### src/tws_pkg.sv
// Shared constants for the tube wall-or-exit step pipeline.
`timescale 1ns / 1ps

package tws_pkg;

   localparam int CSR_ADDR_BITS = 2;
   localparam int CSR_DATA_BITS = 32;
   localparam int RADIUS_BITS   = 31;
   localparam int START_BITS    = 32;
   localparam int LENGTH_BITS   = 31;
   localparam int EVENT_BITS    = 2;
   localparam int DIGIT_BITS    = 8;

   localparam logic [CSR_ADDR_BITS-1:0] CSR_RADIUS = 2'd0;
   localparam logic [CSR_ADDR_BITS-1:0] CSR_START  = 2'd1;
   localparam logic [CSR_ADDR_BITS-1:0] CSR_LENGTH = 2'd2;

   localparam logic [RADIUS_BITS-1:0] RADIUS_RESET = 31'd412876;
   localparam logic [START_BITS-1:0]  START_RESET  = 32'd0;
   localparam logic [LENGTH_BITS-1:0] LENGTH_RESET = 31'd8486912;

   localparam logic [EVENT_BITS-1:0] EV_WALL   = 2'd0;
   localparam logic [EVENT_BITS-1:0] EV_PLANE  = 2'd1;
   localparam logic [EVENT_BITS-1:0] EV_NOROOT = 2'd2;
   localparam logic [EVENT_BITS-1:0] EV_STILL  = 2'd3;

endpackage

### src/tws_mul.sv
// Pipelined signed multiplier, one 8-bit digit of the second operand per stage.
`timescale 1ns / 1ps

module tws_mul #(
   parameter int A_W = 32,
   parameter int B_W = 32
) (
   input  logic                        clock,
   input  logic                        en,
   input  logic signed [A_W-1:0]       op_a,
   input  logic signed [B_W-1:0]       op_b,
   output logic signed [A_W+B_W-1:0]   prod
);

   localparam int DG = tws_pkg::DIGIT_BITS;
   localparam int ND = (B_W + DG - 1) / DG;
   localparam int BE = ND * DG;
   localparam int P  = A_W + BE;

   logic signed [A_W-1:0] a_ff   [ND-1];
   logic [BE-1:0]         b_ff   [ND-1];
   logic [P-1:0]          acc_ff [ND];
   logic [BE-1:0]         b_ext;

   assign b_ext = BE'(op_b);

   for (genvar k = 0; k < ND; k++) begin : g_dig
      logic signed [A_W-1:0]  a_src;
      logic [BE-1:0]          b_src;
      logic [P-1:0]           acc_src;
      logic signed [DG:0]     dig;
      logic signed [A_W+DG:0] pp;
      logic [P-1:0]           acc_in;

      if (k == 0) begin : g_head
         assign a_src   = op_a;
         assign b_src   = b_ext;
         assign acc_src = '0;
      end else begin : g_tail
         assign a_src   = a_ff[k-1];
         assign b_src   = b_ff[k-1];
         assign acc_src = acc_ff[k-1];
      end

      // top digit carries the sign weight
      if (k == ND - 1) begin : g_top
         assign dig = $signed({b_src[k*DG+DG-1], b_src[k*DG +: DG]});
      end else begin : g_low
         assign dig = $signed({1'b0, b_src[k*DG +: DG]});
      end

      assign pp     = a_src * dig;
      assign acc_in = acc_src + (P'(pp) << (k * DG));

      always_ff @(posedge clock) begin
         if (en) begin
            acc_ff[k] <= acc_in;
         end
      end

      if (k < ND - 1) begin : g_pass
         always_ff @(posedge clock) begin
            if (en) begin
               a_ff[k] <= a_src;
               b_ff[k] <= b_src;
            end
         end
      end
   end

   assign prod = $signed(acc_ff[ND-1][A_W+B_W-1:0]);

endmodule

### config.mk
export PLATFORM = sky130hd
export DESIGN_NAME = tws_mul
export DESIGN_NICKNAME = d
export VERILOG_FILES = /design/src/tws_pkg.sv /design/src/tws_mul.sv
export SDC_FILE = /design/constraint.sdc
export NUM_CORES = 2
export LEC_CHECK = 0
export ABC_AREA = 1
export BUFFER_PORTS_ARGS = -buffer_cell sky130_fd_sc_hd__buf_2
export CAP_MARGIN = 10
export CORE_ASPECT_RATIO = 2
export CORE_MARGIN = 5
export CORE_UTILIZATION = 30
export CTS_CLUSTER_SIZE = 12
export DETAILED_ROUTE_END_ITERATION = 12
export SLEW_MARGIN = 30
export SYNTH_ARGS = -nofsm -noshare
export SYNTH_HDL_FRONTEND = slang
export SYNTH_SLANG_ARGS = --single-unit
export TNS_END_PERCENT = 100
### constraint.sdc
create_clock -name clock -period 6.8 [get_ports clock]
set_input_delay 1.02 -clock clock [delete_from_list [all_inputs] [get_ports clock]]
set_output_delay 1.02 -clock clock [all_outputs]
set_load 0.05 [all_outputs]
==> results list <==
- For this run, the total global-route usage over all layers was measured as 0.2012.
- Setup repair after global routing could not meet its margin everywhere.
* Global placement routability congestion: just under 1
* DRC marker count from the first detailed-route iteration: 2,414
- In this run the tool buffered the top-level ports with 129 buffer cells.
- Min Tclk post-route: 6.643 ns
- Final WL: between 200,000 and 250,000 um
* Primary FF master, synth: sky130_fd_sc_hd__edfxtp_1
- Vias in the first global route: 55,270
* Number of pins with negative max-slew slack in the final report: 0
- The H-tree was split into 2 levels.
- # DRC: 0
- MaxCap Viol Count: 0
- After detailed routing, the average wire length per cell comes to 19.66 um.
* EDFF count, synth: 377
- Clock sink total: 377
* Worst Slack Setup Final: 0.1570 ns
- Post-Synthesis Mean Instance Area: 7.818 um^2
- After detailed routing, the number of vias per cell comes to 4.713.
- Fill cells in the final layout number 20,440.
* Die height: 635.7 um
* TritonCTS clock tree: done
* Req. time, crit path: 7.21 ns
- Total placed instance area: 65,710 um^2
- Remaining antenna violation count: 0
- At the end of the flow, the number of nets in the layout was 9,345.
- DR vias: approximately 50,000
- For this run the aggregate overflow at the end of global routing stands at 0.
* Maximum fanout count along the critical path: 7
- Among all cell types in the netlist, the one instantiated most often is sky130_fd_sc_hd__inv_1.
- At the pin with the least slew margin, the transition time is 0.9128 ns.
- STA classifies the critical path startpoint as a flop.
- The share of synthesized area in the top cell type comes to 0.2714.
- Placement row count: 229
* Final critical-path share of the clock period: 0.9769
- Initial antenna violation count: 19
- Clock Skews: 0.04458 ns
- Total Die Area: 205,200 um^2
- Timing would allow up to between 150 and 200 MHz.
- Clock buffer count from CTS: 47
* Library cell used as clock root buffer: sky130_fd_sc_hd__clkbuf_16
* Starting density of the core: 0.3018
- Clock transition at the registers of the reported paths: about 0.080 ns
* Post-Synthesis Cell Area: 58,720 um^2
- Number of warnings printed during yosys synthesis: 0
- Seq/Total Area, Yosys: 0.1928
- From synthesis to final layout, the design area changed by 16.65%.
- Core footprint: 194,600 um^2
* Seq. cell area: 11,320 um^2
* Number of hold buffers added after cts: 0
- Final standard cell area without fillers: 68,500 um^2
* Worst path arrival time: 7.05 ns
- The longest clock path from root to sink contains 3 buffers.
- Setup violations remaining at the end of the flow were counted as 0.
- Worst slack, placed: -0.2588 ns
- The first global-routing pass estimated 312,100 um of wire.
- In the synthesized netlist, the cells that appear most often are sky130_fd_sc_hd__inv_1 (2,089), sky130_fd_sc_hd__nand2_1 (1,790), sky130_fd_sc_hd__fa_1 (796).
* Final core occ: 0.3521
* Number of detailed-route iterations in the first pass: 5
* Kind of critical path: flop to flop
- Dpl hpwl: 178,600 um
- Counting every net in the synthesized netlist gives 8,823.
- Cell types with the largest area share after synthesis: sky130_fd_sc_hd__fa_1 (27%), sky130_fd_sc_hd__edfxtp_1 (19%), sky130_fd_sc_hd__inv_1 (13%)
- Async set-or-reset flop fraction in the synthesized netlist: 0
- 130 I/O pins were placed.
- Summing all multi-input logic gate instances after layout gives 39,240 um^2.
- Worst slew slack as a fraction of its limit: 0.3915
- The number of hold violations in the final report came to 0.
- Entering global routing, the biggest net connects between 100 and 150 pins.
- Netlist cell types: 54
- After technology mapping, the gate count stands at 7,511.
* Die span in x: about 320 um
- Fraction of final layout cells sized beyond drive strength 1: 0.1339
* CP Capture Type: flop
* Total of flip-flops plus latches after synthesis: around 380
- Most area-hungry cell type in the Yosys netlist: sky130_fd_sc_hd__fa_1
- Worst hold-check path type: flop to flop
* Status: complete, no violations
* Later-pin clock latency in the skew report: 0.66 ns
-- state kept, by name (all words and copies together), names as in the netlist --
register and cells:
a_ff 96, acc_ff 233, b_ff 48
-- worst paths after layout --
path	startpoint	endpoint	slack, ns	cells past startpoint
min	acc_ff[0][3]	acc_ff[1][3]	0.42	0
max reg2reg	a_ff[0][40]	acc_ff[2][56]	0.16	24
min reg2reg	acc_ff[0][3]	acc_ff[1][3]	0.42	0
max	a_ff[0][40]	acc_ff[2][56]	0.16	24
-- kinds of logic after synthesis --
family	after synthesis	share of synthesized area
xor gates and xnor gates	251	0.03769
DFF	377	0.1928
buffers and inverters	2336	0.1514
and+or+nand+nor	2608	0.1808
adders and majority gates	1246	0.3673
AOI/OAI and AO/OA	693	0.07000
-- cells in the final DEF, fill, tap and decap left out, types with 40 or more instances in the layout --
cell type                   count
sky130_fd_sc_hd__a21o_1        62
sky130_fd_sc_hd__a21oi_1      251
sky130_fd_sc_hd__a21oi_2       40
sky130_fd_sc_hd__a31oi_1       48
sky130_fd_sc_hd__buf_2        128
sky130_fd_sc_hd__buf_4        538
sky130_fd_sc_hd__clkbuf_16     50
sky130_fd_sc_hd__edfxtp_1     377
sky130_fd_sc_hd__fa_1         795
sky130_fd_sc_hd__ha_1         427
sky130_fd_sc_hd__inv_1       2088
sky130_fd_sc_hd__nand2_1     1774
sky130_fd_sc_hd__nand2_2       52
sky130_fd_sc_hd__nand3_1      166
sky130_fd_sc_hd__nor2_1       420
sky130_fd_sc_hd__nor2_2        57
sky130_fd_sc_hd__o21ai_0      130
sky130_fd_sc_hd__o21ai_1       43
sky130_fd_sc_hd__xnor2_1       53
sky130_fd_sc_hd__xor2_1       188
-- worst max-delay path: stages (launching register included) --
cell                       delay, ns
sky130_fd_sc_hd__edfxtp_1       0.57
sky130_fd_sc_hd__buf_4          0.22
sky130_fd_sc_hd__nand2_1        0.06
sky130_fd_sc_hd__inv_1          0.05
sky130_fd_sc_hd__fa_1           0.46
sky130_fd_sc_hd__fa_1           0.55
sky130_fd_sc_hd__fa_1           0.50
sky130_fd_sc_hd__inv_1          0.05
sky130_fd_sc_hd__fa_1           0.47
sky130_fd_sc_hd__inv_1          0.04
sky130_fd_sc_hd__ha_2           0.37
sky130_fd_sc_hd__nand2_1        0.14
sky130_fd_sc_hd__nor2_4         0.17
sky130_fd_sc_hd__nand4_1        0.25
sky130_fd_sc_hd__o211ai_4       0.29
sky130_fd_sc_hd__buf_4          0.20
sky130_fd_sc_hd__xor2_4         0.32
sky130_fd_sc_hd__ha_1           0.29
sky130_fd_sc_hd__nand2_1        0.14
sky130_fd_sc_hd__nor2_1         0.18
sky130_fd_sc_hd__inv_1          0.11
sky130_fd_sc_hd__nor3_1         0.48
sky130_fd_sc_hd__nand4_1        0.21
sky130_fd_sc_hd__nand3_1        0.16
sky130_fd_sc_hd__xor2_1         0.09
-- layer usage --
metal	GRT usage	part of all wire	vias up	routed length, um
li1	-	-	23330	-
met1	0.1658	0.29	24500	61280
met2	0.4131	0.57	1377	118900
met3	0.01803	0.028	790	5859
met4	0.1682	0.11	6	22550
met5	0	0.00016	-	34
-- what timing repair did --
| item | 4_1_cts | 5_1_grt |
|---|---|---|
| gates cloned | 0 | 2 |
| pin swaps | 0 | 17 |
| setup buffers | 7 | 59 |
| gates resized for setup | 15 | 173 |
| endpoints found under the setup margin | 18 | 71 |
-- final cells by class --
type,instances,area share
antenna,4,0.0001461
clock buffer,50,0.01765
clock inverter,30,0.003836
inverter,2109,0.1156
multi-input combinational,4798,0.5729
sequential,377,0.1653
tap,2541,0.04642
timing repair buffer,700,0.07820
-- stage by stage --
step	TNS [ns]	hold slack [ns]	instances
floorplan	0	0.4003	7511
global placement	-2.032	0.4047	10460
detailed placement	-1.184	0.4045	10460
CTS	0	0.4179	10540
global route	-0.3194	0.4205	10610
finish	0	0.4166	10610
Power is left out: the tool's default activity adds up to more than one toggle a clock period on the data nets, which glitch-free logic cannot reach.
